$ cat src/rtl/core/text_line_locator_defines.svh
// Assertion macros shared by the text line locator RTL.
// The macros expect signals named clk and rst_n in the scope where they are used.
`ifndef TEXT_LINE_LOCATOR_DEFINES_SVH
`define TEXT_LINE_LOCATOR_DEFINES_SVH

// This check is active only outside reset.
`define TLL_ASSERT(lbl, prop, msg) \
  lbl: assert property (@(posedge clk) disable iff (!rst_n) prop) else $error(msg);

// This check also holds while reset is applied.
`define TLL_ASSERT_ALWAYS(lbl, prop, msg) \
  lbl: assert property (@(posedge clk) prop) else $error(msg);

`endif

$ cat src/rtl/core/tll_ram.sv
// Generic single-port-write, single-port-read RAM with a registered read.
// This file has no dependencies.
module tll_ram #(
  parameter int WIDTH = 8,
  parameter int DEPTH = 16
) (
  input  logic                     clk,
  input  logic                     we,
  input  logic [$clog2(DEPTH)-1:0] waddr,
  input  logic [WIDTH-1:0]         wdata,
  input  logic                     re,
  input  logic [$clog2(DEPTH)-1:0] raddr,
  output logic [WIDTH-1:0]         rdata
);

  logic [WIDTH-1:0] mem_r [DEPTH];

  // Write port.
  always_ff @(posedge clk) begin
    if (we) begin
      mem_r[waddr] <= wdata;
    end
  end

  // Registered read port.
  always_ff @(posedge clk) begin
    if (re) begin
      rdata <= mem_r[raddr];
    end
  end

endmodule

$ cat config.mk
export PLATFORM = sky130hd
export DESIGN_NAME = tll_ram
export DESIGN_NICKNAME = d
export VERILOG_FILES = /design/src/rtl/core/text_line_locator_defines.svh /design/src/rtl/core/tll_ram.sv
export SDC_FILE = /design/constraint.sdc
export NUM_CORES = 1
export LEC_CHECK = 0
export ABC_AREA = 1
export ABC_CLOCK_PERIOD_IN_PS = 1750
export BUFFER_PORTS_ARGS = -buffer_cell sky130_fd_sc_hd__buf_2
export CORE_MARGIN = 2
export CORE_UTILIZATION = 50
export CTS_CLUSTER_SIZE = 25
export DETAILED_ROUTE_END_ITERATION = 8
export PLACE_DENSITY = 0.67
export SKIP_LAST_GASP = 1
export SLEW_MARGIN = 5
export SYNTH_ARGS = -nofsm -noshare
export SYNTH_HDL_FRONTEND = slang
export SYNTH_SLANG_ARGS = --single-unit
export TNS_END_PERCENT = 5
$ cat constraint.sdc
create_clock -name clk -period 1.75 [get_ports clk]
set_input_delay 0.175 -clock clk [delete_from_list [all_inputs] [get_ports clk]]
set_output_delay 0.175 -clock clk [all_outputs]
set_load 0.005 [all_outputs]
==> results of run 1 <==
==> registers in the layout (all words and copies together) (netlist names) <==
name and cells:
rdata 8, mem_r 128
==> worst paths after layout <==
| kind | slack (ns) | end | start |
|---|---|---|---|
| max | 0.55 | rdata[4] | mem_r[11][4] |
| min | 0.14 | rdata[6] | re |
| max reg2reg | 0.55 | rdata[4] | mem_r[11][4] |
| min reg2reg | 0.75 | rdata[5] | mem_r[5][5] |
==> worst register-to-register path, delay by kind of cell, from the launching register on <==
family | cells | cell delay [ns]
and+or+nand+nor | 5 | 0.53
buffers and inverters | 1 | 0.05
DFF | 1 | 0.35
==> cells in the final DEF, fill, tap and decap left out, drive strengths merged <==
master  Yosys  routed
nand3b      2       2
nand2     173     173
inv       102     102
edfxtp    136     136
clkbuf      0      22
nor2       17      17
buf        24      48
clkinv      0       5
nand3      97      97
bufinv      0       2
==> metal layers <==
layer | vias up | part of all wire | routed length [um] | global-route usage
li1 | 1861 | - | - | -
met1 | 1894 | 0.42 | 5505 | 0.2887
met2 | 137 | 0.49 | 6327 | 0.3486
met3 | 19 | 0.071 | 926 | 0.06641
met4 | 0 | 0.017 | 218 | 0.09187
met5 | - | 0 | 0 | 0
==> per-stage QoR <==
stage,worst slack (ns),cells
6_report,0.5540,747
3_3_place_gp,0.2245,718
3_5_place_dp,0.2281,718
2_1_floorplan,0.6242,551
4_1_cts,0.5532,747
5_1_grt,0.4762,747
==> report_power, final <==
group,internal (mW),switching [mW]
clock,2.04,1.19
sequential,3.67,0.0234
combinational,0.130,0.308
==> layout make-up <==
| cell class | instances | share of cell area |
|---|---|---|
| sequential | 136 | 0.6092 |
| multi-input combinational | 289 | 0.1810 |
| clock buffer | 22 | 0.06626 |
| inverter | 102 | 0.05711 |
| timing repair buffer | 48 | 0.04778 |
| tap | 143 | 0.02669 |
| clock inverter | 7 | 0.01194 |
==> kinds of logic (layout without fill, tap and decap cells) <==
logic type	Yosys count	after routing	synth area share
buf+inv	126	179	0.09394
flops	136	136	0.6985
simple gates	289	289	0.2076
==> impl_results.md, run 1 <==
* Finished Cell Area at 6704 sq um
* Number of synthesized flops with an enable pin at 136
* Pleak at 2.908 nW
* Crit-path cells: inv_1, nand2_1, nand3_1, nand3_1, nand3_1, nand2_1
* Worst r2r path cells at 6
* DRC at 0
* Htree depth at 4
* Warnings, synthesis at 0
* Final #Nets at 613
* Clock skew at 0.007067 ns
* Total power at 7.368 mW
* RSZ-0062 raised after global routing: no
* Global-route wire length before repair at 20.13 mm
* Initial antenna violation count at 0
* Syn nets at 570
* Reg area at 4084 sq um
* Max Fclk at 836.1 MHz
* Final setup TNS at 0 ns
* Routed via count at 3911
* Final WL at 12.98 mm
* Layout cells sized above 1 at 0.1159
* CP Launch Type: flop
* WS Path Type: flop to flop
* Max-cap violations at 0
* DIE WIDTH at 112.1 um
* Tcrit/Tclk final at 0.6834
* Status: complete, no violations
* GRT Total Usage at 0.2210
* CTS Hold Bufs at 0
* Minimum clock period at 1.196 ns
* Top-count cell post-synth: nand2_1
* Count of different cell masters after synthesis at 11
* Worst-Skew Late Latency at 0.42 ns
* Clock Sinks at 136
* Hold WS at 0.1368 ns
* # fillers at 933
* Vias in the first global route at 3754
* Final ANT Viol Nets at 0
* CP required at 1.92 ns
* CP most frequent cell: nand3_1
* Multi-input gate area at 1214 sq um
* Max_slew headroom at 0.5982
* Hold path cells at 1
* Sequential element share of the synthesized area at 0.6985
* Syn Area/Cell at 10.61 sq um
* CTS Root Buffer Type: clkbuf_16
* Crit Path Max Fanout at 1
* Final Hold Violating Endpoints at 0
* Post-synth ARST share at 0
* Synth top area share at 0.6985
* Setup Viol. Count Final at 0
* Slowest stage delay, CP at 0.35 ns
* Clock tree buffer depth at 2
* Resize count post-CTS at 0
* Critical Path Stages at 6
* Final Slew Violations at 0
* DIE AREA at 12570 sq um
* WL/cell at 17.37 um
* Buffers on Ports at 26
* Primary FF master, synth: edfxtp_1
* Num rows at 39
* Via/cell ratio at 5.236
* Maximum vdd drop at 663.3 uV
* Final GP Congestion at 0.8287
* Initial core utilization at 0.5121
* Placed Area at 6180 sq um
* Ant diodes at 0
* # Post-CTS Setup Buffers at 0
* Synth-to-layout area growth at 14.66%
* DIE HEIGHT at 112.1 um
* Bufs and invs on worst path at 1
* Leading area contributor after synthesis: edfxtp_1
* Initial DRT Pass Iterations at 5
* Final Core Density at 0.5871
* Total core area at 11420 sq um
* Kind of cell adding the most delay to the critical path: simple AND/OR/NAND/NOR gates
* Critical Path AT at 1.36 ns
* Seq cells post-synth at 136
* Worst hold path type: input pin to flop
* DRT iter0 DRCs at 328
* Slew @ Worst Pin at 0.6020 ns
* DPL Wire Length at 8.126 mm
* Mapped Cells at 551
* Number of buffers created by CTS at 17
* PwrDens at 1099 nW/um^2
* Synthesized cell area at 5847 sq um
* Total gr overflow at 0
* I/O Pins at 27
* Largest net degree at the start of global routing at 39
* CTS tree: done
* CP Capture Type: flop
* Clock-pin slew on the worst setup and hold paths at 0.06 ns
* Synth area leaders: edfxtp_1 70%, nand2_1 11%, nand3_1 8.3%, inv_1 6.4%, buf_6 1.2%
* Top cells by count, synth: 173 x nand2_1, 136 x edfxtp_1, 100 x inv_1, 97 x nand3_1, 17 x nor2_1
* CP max stage cell: edfxtp_1
Note: power is estimated with default switching activity, not from simulation.
==> run 2, diff against run 1 <==
--- a/config.mk
+++ b/config.mk
@@ -5,14 +5,14 @@
 export SDC_FILE = /design/constraint.sdc
 export NUM_CORES = 1
 export LEC_CHECK = 0
-export ABC_AREA = 1
-export ABC_CLOCK_PERIOD_IN_PS = 1750
+export ABC_AREA = 0
+export ABC_CLOCK_PERIOD_IN_PS = 1000
 export BUFFER_PORTS_ARGS = -buffer_cell sky130_fd_sc_hd__buf_2
 export CORE_MARGIN = 2
 export CORE_UTILIZATION = 50
 export CTS_CLUSTER_SIZE = 25
 export DETAILED_ROUTE_END_ITERATION = 8
-export PLACE_DENSITY = 0.67
+export PLACE_DENSITY = 0.7
 export SKIP_LAST_GASP = 1
 export SLEW_MARGIN = 5
 export SYNTH_ARGS = -nofsm -noshare
==> constraint.sdc (replaced) <==
create_clock -name clk -period 1 [get_ports clk]
set_input_delay 0.1 -clock clk [delete_from_list [all_inputs] [get_ports clk]]
set_output_delay 0.1 -clock clk [all_outputs]
set_load 0.005 [all_outputs]
==> run 2 against run 1 <==
  * The run now ends with negative setup slack left
  * Largest cell class unchanged
  * Total power increased by 77%
  * Non-clock buffer count grew 22
  * Flip-flop and latch count did not move
  * Critical path type unchanged
  * Critical endpoint is now rdata[2]
==> impl_results.md, run 2 <==
* Initial core utilization at 0.5109
* Initial DRT Pass Iterations at 5
* Routed via count at 2549
* Finished Cell Area at 6412 sq um
* Top cells by count, synth: 136 x edfxtp_1, 18 x mux4_2, 16 x a22oi_1, 14 x mux4_1, 13 x nor2_1
* DPL Wire Length at 6.323 mm
* # fillers at 704
* Synth area leaders: edfxtp_1 78%, mux4_2 7.8%, mux4_1 7.0%, a22oi_1 2.3%, nor2_1 0.93%
* Buffers on Ports at 26
* Final setup TNS at -4.154 ns
* Clock Sinks at 136
* Failing checks: negative setup slack
* Final WL at 9.965 mm
* Final WS setup at -0.4258 ns
* Vias in the first global route at 2712
* Most common library cell in the layout ignoring fill and taps: edfxtp_1
* DRT iter0 DRCs at 209
* Maximum vdd drop at 1127 uV
* RSZ-0062 raised after global routing: yes
* Count of different cell masters after synthesis at 18
* Slowest stage delay, CP at 0.47 ns
* Warnings, synthesis at 0
* Largest registers: mem_r (128), rdata (8)
* DIE HEIGHT at 106.3 um
* Htree depth at 4
* Commonest non-fill, non-tap cells in the layout: 136 x edfxtp_1, 32 x mux4_2, 31 x buf_4, 26 x buf_2, 16 x clkbuf_16
* Clock tree buffer depth at 2
* Pleak at 2.179 nW
* Global-route wire length before repair at 15.56 mm
* Initial antenna violation count at 0
* CP required at 1.26 ns
* Bufs and invs on worst path at 0
* PwrDens at 2039 nW/um^2
* Tcrit/Tclk final at 1.426
* Number of synthesized flops with an enable pin at 136
* Seq cells post-synth at 136
* Crit-path cells: mux4_2, a22oi_1, nand2_1
* Critical path origin: mem_r[3][2]
* Clock-pin slew on the worst setup and hold paths at 0.06 ns
* CTS tree: done
* WL/cell at 21.81 um
* Total gr overflow at 0
* Worst hold path type: input pin to flop
* Final GP Congestion at 0.7284
* CP Capture Type: flop
* Crit Path Max Fanout at 1
* CP max stage cell: mux4_2
* I/O Pins at 27
* Num rows at 37
* DIE WIDTH at 106.3 um
* DRC at 0
* Final ANT Viol Nets at 0
* Clock skew at 0.01409 ns
* Total power at 13.08 mW
* Setup Viol. Count Final at 16
* Number of buffers created by CTS at 17
* Placed Area at 5727 sq um
* Layout cells sized above 1 at 0.4112
* Minimum clock period at 1.426 ns
* Hold path cells at 3
* Synth-to-layout area growth at 22.67%
* FF-to-FF setup slack at -0.43 ns
* Top-count cell post-synth: edfxtp_1
* Status: complete, but fails checks
* CP Launch Type: flop
* Final Hold Violating Endpoints at 0
* Via/cell ratio at 5.578
* Post-synth ARST share at 0
* Kind of cell adding the most delay to the critical path: multiplexers
* Leading area contributor after synthesis: edfxtp_1
* Largest net degree at the start of global routing at 26
* Synthesized cell area at 5228 sq um
* GRT Total Usage at 0.1965
* Reg2Reg Launch Point: mem_r[3][2]
* Syn nets at 248
* DIE AREA at 11290 sq um
* WS Path Type: flop to flop
* Synth top area share at 0.7812
* Max Fclk at 701.3 MHz
* Critical Path AT at 1.69 ns
* Top reg by flops: mem_r
* Mapped Cells at 229
* Final Slew Violations at 0
* Ant diodes at 0
* Fin cells at 457
* Max-cap violations at 0
* Final #Nets at 327
* Sequential element share of the synthesized area at 0.7812
* Primary FF master, synth: edfxtp_1
* Syn Area/Cell at 22.83 sq um
* Dpl ws at -0.7231 ns
* Worst-Skew Late Latency at 0.51 ns
* Total core area at 10230 sq um
* Worst r2r path cells at 3
* Max_slew headroom at 0.4556
* CTS Root Buffer Type: clkbuf_8
* WHS Endpoint: mem_r[4][4]
* RR Endpoint: rdata[2]
* Cells after DPL at 416
* Startpoint of the worst hold path: waddr[0]
* Slew @ Worst Pin at 0.8137 ns
* Max FFs per register at 128
-- run 2: changes by cell type after synthesis, moves of 4 or more --
cell	delta
buf_2	-10
a22oi_1	+16
nand2_1	-164
nor3_1	+4
nor2_1	-4
mux4_2	+18
mux4_1	+14
inv_1	-100
nand3_1	-96
-- run 2: worst reg2reg max path: stages (launching register included) --
cell and delay [ns]:
edfxtp_1 0.36, mux4_2 0.47, a22oi_1 0.26, nand2_1 0.09
-- run 2: final cells by class --
class,instances,area [sq um],area share
clock buffer,17,414.1,0.06459
clock inverter,15,160.2,0.02498
multi-input combinational,83,1051,0.1639
sequential,136,4084,0.6369
tap,136,170.2,0.02654
timing repair buffer,70,533.0,0.08312
-- run 2: worst max path at each step --
stage,to,cells after the start
after floorplan,rdata[1],5
after global placement,rdata[7],6
after detailed placement,rdata[7],6
after CTS,rdata[3],3
after global routing,rdata[3],3
final,rdata[2],3
-- run 2: logic make-up after synthesis --
family                 Yosys count  share of synthesized area
muxes                           32                     0.1479
DFF                            136                     0.7812
AOI/OAI and AO/OA               16                    0.02298
buffers and inverters           10                    0.01651
and+or+nand+nor                 35                    0.03136
-- run 2: per-layer routing --
metal,vias up,GRT usage,wire (um)
li1,1125,-,-
met4,0,0.06485,50
met3,4,0.05947,825
met1,1310,0.2674,4078
met5,-,0,0
met2,110,0.3077,5011
-- run 2: what timing repair did --
action / 4_1_cts / 5_1_grt
hold buffers: 9 / 0
setup endpoints to repair: 16 / 16
hold endpoints to repair: 136 / 0
gates resized for setup: 4 / 2
cloned: 0 / 0
setup buffers: 0 / 0
-- run 2: power by group --
| group | internal (mW) | switching (mW) | total, mW |
|---|---|---|---|
| sequential | 6.43 | 0.0370 | 6.46 |
| combinational | 0.328 | 0.360 | 0.688 |
| clock | 3.75 | 2.18 | 5.93 |
-- run 2: per-stage QoR --
| step | util | hold WS [ns] |
|---|---|---|
| global route | 0.6268 | 0.1729 |
| global placement | 0.5597 | 0.4719 |
| floorplan | - | 0.1989 |
| CTS | 0.6258 | 0.1408 |
| detailed placement | 0.5597 | 0.4716 |
| finish | 0.6268 | 0.1788 |
