**src/rtl/core/text_line_locator_defines.svh**
```systemverilog
// Assertion macros shared by the text line locator RTL.
// The macros expect signals named clk and rst_n in the scope where they are used.
`ifndef TEXT_LINE_LOCATOR_DEFINES_SVH
`define TEXT_LINE_LOCATOR_DEFINES_SVH

// This check is active only outside reset.
`define TLL_ASSERT(lbl, prop, msg) \
  lbl: assert property (@(posedge clk) disable iff (!rst_n) prop) else $error(msg);

// This check also holds while reset is applied.
`define TLL_ASSERT_ALWAYS(lbl, prop, msg) \
  lbl: assert property (@(posedge clk) prop) else $error(msg);

`endif

```
**src/rtl/core/tll_pkg.sv**
```systemverilog
// Shared types, codes and sizes for the text line locator.
// This file has no dependencies. The search unit and the top level use it.
package tll_pkg;

  localparam int MAX_LINES     = 1024;
  localparam int POSITION_BITS = 24;
  localparam int IDX_BITS      = $clog2(MAX_LINES);
  localparam int LINE_BITS     = IDX_BITS + 1;

  typedef logic [POSITION_BITS-1:0] pos_t;
  typedef logic [IDX_BITS-1:0]      idx_t;
  typedef logic [LINE_BITS-1:0]     line_t;
  typedef logic [1:0]               cmd_t;
  typedef logic [1:0]               status_t;
  typedef logic [7:0]               byte_t;

  // Command codes.
  localparam cmd_t CMD_APPEND = 2'd0;
  localparam cmd_t CMD_LOCATE = 2'd1;
  localparam cmd_t CMD_CLEAR  = 2'd2;

  // Status codes.
  localparam status_t STAT_OK       = 2'd0;
  localparam status_t STAT_RANGE    = 2'd1;
  localparam status_t STAT_OVERFLOW = 2'd2;

  localparam byte_t NEWLINE  = 8'h0A;
  localparam pos_t  POS_MAX  = '1;
  localparam idx_t  LAST_IDX = idx_t'(MAX_LINES - 1);

  // Request from the top level to the search unit.
  typedef struct packed {
    logic start;
    pos_t query;
    idx_t count;
  } srch_req_t;

  // Response from the search unit to the top level.
  typedef struct packed {
    logic done;
    idx_t line_idx;
    pos_t line_base;
  } srch_rsp_t;

endpackage

```
**src/rtl/core/tll_search.sv**
```systemverilog
// Binary search sequencer over the line start table.
// This file depends on tll_pkg and drives the read port of a tll_ram instance.
module tll_search (
  input  logic               clk,
  input  logic               rst_n,
  input  tll_pkg::srch_req_t req,
  input  tll_pkg::pos_t      rd_data,
  output logic               rd_en,
  output tll_pkg::idx_t      rd_addr,
  output tll_pkg::srch_rsp_t rsp
);
  import tll_pkg::*;

  // Upper midpoint of the range [lo, hi].
  function automatic idx_t mid_of(input idx_t lo, input idx_t hi);
    logic [IDX_BITS:0] span;
    span = {1'b0, hi} - {1'b0, lo} + (IDX_BITS+1)'(1);
    return lo + idx_t'(span >> 1);
  endfunction

  logic busy_r;
  logic done_r;
  idx_t lo_r;
  idx_t hi_r;
  idx_t mid_r;
  pos_t val_r;
  pos_t q_r;

  logic take;
  logic more;
  idx_t lo_nxt;
  idx_t hi_nxt;
  idx_t mid_nxt;
  pos_t val_nxt;
  idx_t start_mid;

  // Narrow the range from the entry that was read in the previous cycle.
  always_comb begin
    take      = (rd_data <= q_r);
    lo_nxt    = take ? mid_r : lo_r;
    hi_nxt    = take ? hi_r : (mid_r - idx_t'(1));
    val_nxt   = take ? rd_data : val_r;
    more      = (lo_nxt < hi_nxt);
    mid_nxt   = mid_of(lo_nxt, hi_nxt);
    start_mid = mid_of('0, req.count);
  end

  // Issue the next table read in the same cycle as the compare.
  assign rd_en   = (req.start && (req.count != '0)) || (busy_r && more);
  assign rd_addr = busy_r ? mid_nxt : start_mid;

  // Search control. Entry zero is never read, so its value is held as a constant zero.
  always_ff @(posedge clk) begin
    if (!rst_n) begin
      busy_r <= 1'b0;
      done_r <= 1'b0;
    end else begin
      done_r <= 1'b0;
      if (req.start) begin
        q_r    <= req.query;
        lo_r   <= '0;
        hi_r   <= req.count;
        val_r  <= '0;
        mid_r  <= start_mid;
        busy_r <= (req.count != '0);
        done_r <= (req.count == '0);
      end else if (busy_r) begin
        lo_r  <= lo_nxt;
        hi_r  <= hi_nxt;
        val_r <= val_nxt;
        mid_r <= mid_nxt;
        if (!more) begin
          busy_r <= 1'b0;
          done_r <= 1'b1;
        end
      end
    end
  end

  assign rsp.done      = done_r;
  assign rsp.line_idx  = lo_r;
  assign rsp.line_base = val_r;

endmodule

```
**config.mk**
```make
export PLATFORM = sky130hd
export DESIGN_NAME = tll_search
export DESIGN_NICKNAME = d
export VERILOG_FILES = /design/src/rtl/core/text_line_locator_defines.svh /design/src/rtl/core/tll_pkg.sv /design/src/rtl/core/tll_search.sv
export SDC_FILE = /design/constraint.sdc
export NUM_CORES = 1
export LEC_CHECK = 0
export ABC_CLOCK_PERIOD_IN_PS = 7900
export BUFFER_PORTS_ARGS = -buffer_cell sky130_fd_sc_hd__buf_2
export CAP_MARGIN = 20
export CORE_ASPECT_RATIO = 1.25
export CORE_MARGIN = 2
export CORE_UTILIZATION = 50
export DETAILED_ROUTE_END_ITERATION = 8
export PLACE_DENSITY_LB_ADDON = 0.15
export SYNTH_ARGS = -nofsm -noshare
export SYNTH_HDL_FRONTEND = slang
export SYNTH_SLANG_ARGS = --single-unit
```
**constraint.sdc**
```tcl
create_clock -name clk -period 7.9 [get_ports clk]
set_input_delay 0.79 -clock clk [delete_from_list [all_inputs] [get_ports clk]]
set_output_delay 0.79 -clock clk [all_outputs]
set_load 0.1 [all_outputs]
```
==> results of run 1 <==
per-layer routing:
layer | GRT usage [%] | up-vias | share of wire [%]
li1 | - | 2014 | -
met4 | 10.63 | 0 | 3.3
met1 | 27.48 | 1837 | 41
met5 | 0 | - | 0
met2 | 38.59 | 114 | 52
met3 | 4.301 | 25 | 4.5
critical path, stage by stage:
cell and delay (ns):
buf_2 0.11, ha_1 0.31, nand4_1 0.19, nor4_4 0.39, nand2_1 0.13, o21ai_2 0.20
nand2_4 0.17, o21ai_0 0.57, ha_1 0.36, inv_1 0.06, ha_1 0.16, inv_1 0.05
fa_1 0.43, o31ai_4 0.33, nand3_1 0.11, nand2_1 0.10, xor2_1 0.08, ha_1 0.32
and2_1 0.20, nand2_1 0.09, nor4b_1 0.29, o31ai_1 0.14, and3_1 0.23, o31ai_2 0.22
buf_2 0.47
per-stage QoR:
stage | hold slack (ns) | std cells | worst slack [ns] | util, % | instance area (um^2)
global route | 0.6073 | 751 | 0.1631 | 60.01 | 6276
global placement | 0.6287 | 735 | 0.8576 | 57.31 | 5993
detailed placement | 0.6496 | 735 | 0.6597 | 57.31 | 5993
CTS | 0.6081 | 751 | 0.6344 | 60.01 | 6276
floorplan | 0.5794 | 509 | 0.4780 | - | 5331
finish | 0.6147 | 751 | 0.5881 | 60.01 | 6276
path summary, 6_finish.rpt:
path                            slack [ns]         end        start  cells past startpoint
worst min register to register        0.66     lo_r[9]      lo_r[9]                      2
worst max-delay path                  0.59  rd_addr[9]  rd_data[19]                     25
worst min-delay path                  0.61     q_r[10]      req[20]                      1
worst max register to register        2.18    mid_r[9]      q_r[17]                     24
sequential cells by signal, summed over array words and instances, names as in the netlist:
register	cells
mid_r	10
q_r	24
hi_r	10
val_r	24
done_r	1
busy_r	1
lo_r	10
cells by family after synthesis:
| group | after synthesis |
|---|---|
| compound gates | 103 |
| xor+xnor | 35 |
| fa+ha+maj | 62 |
| buf+inv | 71 |
| flops | 80 |
| mux | 16 |
| simple gates | 142 |
final cells by class:
type	count	area share, %
multi-input cells	358	42.68
flip-flops and latches	80	37.96
repair buffers	110	8.931
clock buffers	11	3.868
inverters	55	3.289
well taps	132	2.632
clock inverters	5	0.6380
layout by cell type (no fill, tap or decap), types with 3 or more instances in the layout:
master / netlist / layout
and3_1: 3 / 3
mux2i_1: 13 / 13
edfxtp_1: 78 / 78
nor2_1: 26 / 26
nor3b_1: 3 / 3
o21ai_0: 30 / 30
buf_4: 1 / 4
o21a_1: 3 / 3
buf_2: 3 / 106
o31ai_1: 5 / 4
xnor2_1: 16 / 16
nor3_1: 8 / 8
ha_1: 60 / 60
and2_1: 4 / 4
inv_1: 52 / 52
a21o_1: 8 / 8
clkinv_4: 0 / 3
a21oi_1: 35 / 35
clkbuf_16: 0 / 9
nand2_1: 41 / 41
a31oi_1: 6 / 6
nand4_1: 7 / 7
nor2b_1: 24 / 24
xor2_1: 17 / 17
nand3_1: 11 / 11
==> impl_results.md, run 1 <==
- Largest net degree at the start of global routing: 73
- CP Launch Type: input port
- Worst EP required: 7.11 ns
- Crit Path Class: in -> out
- Worst path arrival time: 6.52 ns
- Horiz. Die Dim: 96.27 um
- Synth top cells by count: edfxtp_1, ha_1, inv_1
- Routed WL: 12.27 mm
- DRT Pass-1 Iters: 5
- FFs w/ async S/R, synth: 0%
- Post-CTS Hold Fix Bufs: 0
- PortBufs: 106
- Slew @ Worst Pin: 1.037 ns
- Post-synth top area share: 44.02%
- Global-route wire length before repair: 19.55 mm
- DRC Markers: 0
- Clock Sink Count: 80
- Site Rows: 42
- Die area: 11490 um^2
- Clock root cell: clkbuf_16
- Post-CTS setup buffers: 0
- Post-synthesis simple-gate area fraction: 13.94%
- Fillcell total: 918
- WL/cell: 16.34 um
- CTS Buf Count: 9
- Final count of negative-setup-slack endpoints: 0
- Max-cap violations: 0
- Post-DRT Antenna Nets: 0
- H-tree depth: 3
- GRT overflow: 0
- CP endpoint kind: output port
- N_diodes: 0
- Final Max Tran Viols: 0
- Yosys cell types: 56
- Synth Area in Compound Gates: 11.99%
- Detailed-route via count: 3990
- Top_reg_cell synth: edfxtp_1
- Fraction of layout cells with a size suffix above 1: 22.94%
- Post-Synth Adder-Cell Area: 14.86%
- Initial core utilization: 50.89%
- Final clock skew: 0.01264 ns
- IO Count: 107
- Area leader, netlist: edfxtp_1
- Vias in the first global route: 4046
- Setup TNS: 0 ns
- Max frequency: 0.1368 GHz
- Min Tclk post-route: 7.312 ns
- Syn nets: 632
- Initial antenna violation count: 0
- XOR/XNOR share of the synthesized area: 6.160%
- Hold/Removal Path Class: in -> reg
- Status: completed
- Top post-synthesis cells by area: edfxtp_1, ha_1, inv_1
- Synth Cell Area: 5321 um^2
- CORE AREA: 10460 um^2
- Period utilization: 92.56%
- Clk_lat worst skew: 0.35 ns
- Post-synth EDFFs: 78
- Detailed placement HPWL: 9.601 mm
- Slew headroom: 30.85%
- Most common cell in the netlist: edfxtp_1
- Total track usage: 22.81%
- Height of the die: 119.3 um
- Sequential cell area fraction in the yosys report: 44.77%
- Longest Clk Path Bufs: 2
- Fin. Hold Viols: 0
- Routability cong.: 0.8353
- Post-synthesis mux area share: 3.127%
- CP max FO: 11
- Register area: 2382 um^2
- CTS tree: done
- Area growth syn-to-layout: 17.94%
- Gate Count Post-Synth: 509
- Vias per Instance: 5.313
- Footprint of the multi-input gates: 2679 um^2
- Yosys reg bits: 80
- Yosys warns: 0
- Syn Area/Cell: 10.45 um^2
- Clk slew on worst S/H paths: 0.06 ns
- Largest family of logic cells by synthesized area: adder cells
- Final net count: 737
- RSZ-0062 raised after global routing: no
- CTS-repair resized insts: 0
- Initial drt markers: 218
Power of run 1 is not shown: default switching activity piles up to over one toggle a cycle in this logic, so the estimate is an artifact.
==> inputs of run 2 (changes only) <==
--- a/config.mk
+++ b/config.mk
@@ -5,12 +5,13 @@
 export SDC_FILE = /design/constraint.sdc
 export NUM_CORES = 1
 export LEC_CHECK = 0
-export ABC_CLOCK_PERIOD_IN_PS = 7900
+export ABC_CLOCK_PERIOD_IN_PS = 6450
 export BUFFER_PORTS_ARGS = -buffer_cell sky130_fd_sc_hd__buf_2
 export CAP_MARGIN = 20
 export CORE_ASPECT_RATIO = 1.25
 export CORE_MARGIN = 2
 export CORE_UTILIZATION = 50
+export CTS_CLUSTER_SIZE = 24
 export DETAILED_ROUTE_END_ITERATION = 8
 export PLACE_DENSITY_LB_ADDON = 0.15
 export SYNTH_ARGS = -nofsm -noshare
==> constraint.sdc (replaced) <==
create_clock -name clk -period 6.45 [get_ports clk]
set_input_delay 0.645 -clock clk [delete_from_list [all_inputs] [get_ports clk]]
set_output_delay 0.645 -clock clk [all_outputs]
set_load 0.1 [all_outputs]
==> impl_results.md, run 2 (synthesis gave the netlist of run 1 again) <==
- Routability cong.: 0.8623 (was 0.8353)
- Fraction of layout cells with a size suffix above 1: 29.23% (was 22.94%)
- Core Util, Final: 63.90% (was 60.01%)
- Detailed placement HPWL: 9.953 mm (was 9.601 mm)
- Vias in the first global route: 4147 (was 4046)
- Site Rows: 42 (unchanged)
- Crit Path Class: in -> out (unchanged)
- Min Tclk post-route: 6.318 ns
- CTS Buf Count: 9 (unchanged)
- Slew @ Worst Pin: 1.015 ns (was 1.037 ns)
- Post-CTS Hold Fix Bufs: 0 (unchanged)
- IO Count: 107 (unchanged)
- Final Max Tran Viols: 0 (unchanged)
- Worst EP required: 5.80 ns (was 7.11 ns)
- Area growth syn-to-layout: 25.58% (was 17.94%)
- Status: completed (unchanged)
- H-tree depth: 3 (unchanged)
- Clock Sink Count: 80 (unchanged)
- Clock root cell: clkbuf_16 (unchanged)
- CP endpoint kind: output port (unchanged)
- Clk slew on worst S/H paths: 0.06 ns (about the same)
- Commonest non-fill, non-tap cell in the layout: buf_2 (unchanged)
- Most frequent cells in the layout: buf_2, edfxtp_1, ha_1, inv_1, nand2_1 (unchanged)
- Final count of negative-setup-slack endpoints: 0 (unchanged)
- Largest net degree at the start of global routing: 46 (was 73)
- Initial antenna violation count: 0 (unchanged)
- CP Launch Type: input port (unchanged)
- Setup crit start: rd_data[18] (was rd_data[19])
- Global-route wire length before repair: 20.15 mm (was 19.55 mm)
- Top Registers: q_r: 24 flops, val_r: 24 flops (unchanged)
- Final net count: 751 (was 737)
- DRT Pass-1 Iters: 4 (was 5)
- CP max FO: 7 (was 11)
- Setup TNS: 0 ns (unchanged)
- Fillcell total: 889 (was 918)
- GRT overflow: 0 (unchanged)
- WL/cell: 16.92 um (was 16.34 um)
- Post-DRT Antenna Nets: 0 (unchanged)
- PortBufs: 106 (unchanged)
- Initial drt markers: 261 (was 218)
- CORE AREA: 10460 um^2 (unchanged)
- Max frequency: 0.1583 GHz
- Worst path arrival time: 5.67 ns (was 6.52 ns)
- Max-cap violations: 0 (unchanged)
- Hold_sp: req[16] (was req[20])
- Period utilization: 97.95%
- Total track usage: 23.10% (was 22.81%)
- Routed WL: 12.94 mm (was 12.27 mm)
- Height of the die: 119.3 um (unchanged)
- Hold/Removal Path Class: in -> reg (unchanged)
- Initial core utilization: 50.89% (unchanged)
- CTS tree: done (unchanged)
- Detailed-route via count: 4159 (was 3990)
- Horiz. Die Dim: 96.27 um (unchanged)
- DRC Markers: 0 (unchanged)
- Vias per Instance: 5.437 (was 5.313)
- Final clock skew: 0.004319 ns (was 0.01264 ns)
- N_diodes: 0 (unchanged)
- Reg-to-Reg Start: q_r[18] (was q_r[17])
- Fin. Hold Viols: 0 (unchanged)
- Slew headroom: 32.36% (was 30.85%)
- Longest Clk Path Bufs: 2 (unchanged)
- Clk_lat worst skew: 0.34 ns (was 0.35 ns)
- Die area: 11490 um^2 (unchanged)
-- run 2: changes by cell type in the layout (fill, tap and decap cells not counted), sizes merged --
cell and delta:
buf +14, clkinv -3, inv +2, bufinv +1, clkbuf -1, clkinvlp +1
-- run 2: metal layers --
metal  routed length (um)  vias up  track usage (%)
li1                     -     2036                -
met1                 5111     1986            27.29
met2                 6908      115            40.58
met3                  625       22            4.491
met4                  296        0            8.661
met5                    0        -                0
-- run 2: worst paths after layout --
| kind | end | slack [ns] | cells past startpoint |
|---|---|---|---|
| worst max register to register | mid_r[9] | 1.17 | 23 |
| worst max-delay path | rd_addr[9] | 0.13 | 24 |
| worst min register to register | lo_r[9] | 0.66 | 2 |
| worst min-delay path | q_r[6] | 0.48 | 1 |
-- run 2: what timing repair did --
| item | CTS | global route |
|---|---|---|
| pin swaps | 2 | 9 |
| setup buffers | 1 | 8 |
| endpoints found under the setup margin | 1 | 3 |
| resized for setup | 1 | 38 |
-- run 2: through the flow --
step	setup WS, ns	area, um^2	hold slack [ns]	cells
finish	0.1322	6683	0.4763	765
global route	-0.06708	6683	0.4619	765
CTS	0.01603	6472	0.4684	758
detailed placement	-0.01233	6157	0.6539	741
global placement	0.1317	6157	0.6486	741
floorplan	-0.02968	5379	0.5794	509
-- run 2: critical path, stage by stage --
cell and delay (ns):
buf_2 0.11, ha_1 0.30, nand4_1 0.21, nor4_4 0.34, buf_4 0.16, o211ai_4 0.11, and3b_1 0.24, or2_2 0.33
inv_2 0.12, ha_1 0.24, ha_1 0.37, a31oi_4 0.23, o31ai_4 0.11, nand3_1 0.11, nand2_1 0.08, xor2_1 0.15
ha_1 0.33, and2_4 0.18, nand2_1 0.09, nor4b_2 0.33, o31ai_2 0.11, and3_2 0.26, o31ai_4 0.27, buf_12 0.21
-- run 2: final cells by class --
cell class / count / area [um^2] / share of cell area (%)
Clock inverter: 6 / 75.07 / 1.123
Sequential cell: 80 / 2382 / 35.65
Timing Repair Buffer: 124 / 748.2 / 11.20
Multi-Input combinational cell: 358 / 2877 / 43.04
Inverter: 55 / 206.4 / 3.089
Clock buffer: 10 / 229.0 / 3.426
Tap cell: 132 / 165.2 / 2.471
Power of run 2 is left out for the same reason.
==> inputs of run 3 (changes only) <==
--- a/config.mk
+++ b/config.mk
@@ -5,6 +5,7 @@
 export SDC_FILE = /design/constraint.sdc
 export NUM_CORES = 1
 export LEC_CHECK = 0
+export ABC_AREA = 1
 export ABC_CLOCK_PERIOD_IN_PS = 6450
 export BUFFER_PORTS_ARGS = -buffer_cell sky130_fd_sc_hd__buf_2
 export CAP_MARGIN = 20
==> impl_results.md, run 3 <==
- Most frequent cells in the layout: inv_1, nand2_1, buf_2, edfxtp_1, ha_1 (was buf_2, edfxtp_1, ha_1, inv_1, nand2_1)
- Top_reg_cell synth: edfxtp_1 (unchanged)
- Crit Path Class: in -> out (unchanged)
- Min Tclk post-route: 6.094 ns (was 6.318 ns)
- Detailed placement HPWL: 10.27 mm (was 9.953 mm)
- Height of the die: 121.6 um (was 119.3 um)
- Yosys warns: 0 (unchanged)
- Most common cell in the netlist: inv_1 (was edfxtp_1)
- Clk slew on worst S/H paths: 0.06 ns (about the same)
- Vias per Instance: 5.049 (was 5.437)
- Worst path arrival time: 5.45 ns (was 5.67 ns)
- Top post-synthesis cells by area: edfxtp_1, ha_1, inv_1 (unchanged)
- Worst EP required: 5.80 ns (about the same)
- Most common cell on crit path: nand2_1 (was ha_1)
- Synth top cells by count: inv_1, nand2_1, edfxtp_1 (was edfxtp_1, ha_1, inv_1)
- Status: completed (unchanged)
- CP Launch Type: input port (unchanged)
- N_diodes: 0 (unchanged)
- WHS Endpoint: q_r[0] (was q_r[6])
- Initial core utilization: 51.88% (was 50.89%)
- Post-synth top area share: 42.32% (was 44.02%)
- Syn Area/Cell: 8.527 um^2 (was 10.45 um^2)
- Worst stage delay on the critical path: 0.37 ns (about the same)
- CTS tree: done (unchanged)
- Yosys reg bits: 80 (unchanged)
- Worst R2R End: mid_r[9] (unchanged)
- Minimum hold slack: 0.4755 ns (was 0.4763 ns)
- Hold depth: 1 (unchanged)
- Syn nets: 772 (was 632)
- Area leader, netlist: edfxtp_1 (unchanged)
- Fin. Hold Viols: 0 (unchanged)
- Sequential cell area fraction in the yosys report: 43.05% (was 44.77%)
- RSZ-0062 raised after global routing: no
- Clock Sink Count: 80 (unchanged)
- CP max FO: 20 (was 7)
- Clk_lat worst skew: 0.34 ns (about the same)
- IO Count: 107 (unchanged)
- Largest net degree at the start of global routing: 61 (was 46)
- Gate Count Post-Synth: 649 (was 509)
- Commonest non-fill, non-tap cell in the layout: inv_1 (was buf_2)
- Final count of negative-setup-slack endpoints: 0 (unchanged)
- Final clock skew: 0.004642 ns (was 0.004319 ns)
- Final net count: 883 (was 751)
- Initial antenna violation count: 1 (was 0)
- CP top delay family: simple AND/OR/NAND/NOR gates (unchanged)
- Routed WL: 12.98 mm (was 12.94 mm)
- Final Max Tran Viols: 0 (unchanged)
- WL/cell: 14.47 um (was 16.92 um)
- Post-CTS setup buffers: 0 (was 1)
- Slowest-stage cell, CP: fa_1 (was ha_1)
- Setup crit start: rd_data[15] (was rd_data[18])
- Total track usage: 22.65% (was 23.10%)
- Reg-to-Reg Start: q_r[15] (was q_r[18])
- Longest Clk Path Bufs: 2 (unchanged)
- Clock root cell: clkbuf_16 (unchanged)
- Horiz. Die Dim: 98.10 um (was 96.27 um)
- Max-cap violations: 0 (unchanged)
- Post-DRT Antenna Nets: 0 (unchanged)
- Top Registers: q_r: 24 flops, val_r: 24 flops (unchanged)
- DRT Pass-1 Iters: 4 (unchanged)
- CTS Buf Count: 9 (unchanged)
- Period utilization: 94.49% (was 97.95%)
- Slew @ Worst Pin: 0.9400 ns (was 1.015 ns)
- R2R depth: 32 (was 23)
- FFs w/ async S/R, synth: 0% (unchanged)
- Area growth syn-to-layout: 20.26% (was 25.58%)
- Routability cong.: 0.9128 (was 0.8623)
- Worst path bufs/invs: 8 (was 4)
- Hold/Removal Path Class: in -> reg (unchanged)
- Setup TNS: 0 ns (unchanged)
- Core Util, Final: 62.39% (was 63.90%)
- CORE AREA: 10670 um^2 (was 10460 um^2)
- Max frequency: 0.1641 GHz (was 0.1583 GHz)
- DRC Markers: 0 (unchanged)
- Detailed-route via count: 4529 (was 4159)
- Synth Cell Area: 5534 um^2 (was 5321 um^2)
- Post-synth EDFFs: 78 (unchanged)
- H-tree depth: 3 (unchanged)
- GRT overflow: 0 (unchanged)
- Reg-to-reg slack, setup: 1.47 ns (was 1.17 ns)
- Global-route wire length before repair: 21.05 mm (was 20.15 mm)
- Initial drt markers: 225 (was 261)
- Site Rows: 42 (unchanged)
- Die area: 11930 um^2 (was 11490 um^2)
- PortBufs: 106 (unchanged)
- Vias in the first global route: 4566 (was 4147)
- Hold_sp: req[10] (was req[16])
- Slew headroom: 37.26% (was 32.36%)
- Fraction of layout cells with a size suffix above 1: 20.39% (was 29.23%)
- CP endpoint kind: output port (unchanged)
- Yosys cell types: 36 (was 56)
## run 3: logic make-up (layout without fill, tap and decap cells)
kind of cell / Yosys count / after routing / synth area share, %
AOI/OAI and AO/OA: 83 / 83 / 8.343
xor gates and xnor gates: 30 / 30 / 4.748
adders and majority gates: 62 / 62 / 14.29
buffers and inverters: 150 / 266 / 10.54
DFF: 80 / 80 / 43.05
and+or+nand+nor: 244 / 244 / 19.04
## run 3: final cells by class
type                       instances  area (um^2)
timing repair buffer             115        685.7
clock buffer                      10        229.0
multi-input combinational        419         2619
sequential                        80         2382
inverter                         135        506.7
clock inverter                     6        67.56
tap                              132        165.2
fill                             946         4013
## run 3: per-layer routing
layer | vias up | global-route usage, % | routed length [um]
met2 | 115 | 41.27 | 6677
met4 | 0 | 9.635 | 357
li1 | 2319 | - | -
met5 | - | 0 | 0
met3 | 22 | 4.762 | 721
met1 | 2073 | 25.61 | 5224
## run 3: worst max path at each step
stage	to	slack [ns]	depth (start not counted)
global placement	rd_addr[7]	0.42	33
finish	rd_addr[7]	0.36	33
floorplan	rd_addr[5]	0.06	30
CTS	rd_addr[7]	0.21	33
detailed placement	rd_addr[7]	0.24	33
global route	rd_addr[9]	0.02	34
## run 3: metrics by stage
stage          instances  area (um^2)  worst slack (ns)
6_report             897         6655            0.3556
5_1_grt              897         6655           0.01800
4_1_cts              896         6590            0.2102
3_5_place_dp         880         6294            0.2358
3_3_place_gp         880         6294            0.4156
2_1_floorplan        649         5534           0.06334
## run 3: repair_timing
item	CTS	global route
resized for setup	0	8
setup endpoints to repair	0	6
hold buffers	0	0
Power of run 3 is left out for the same reason.
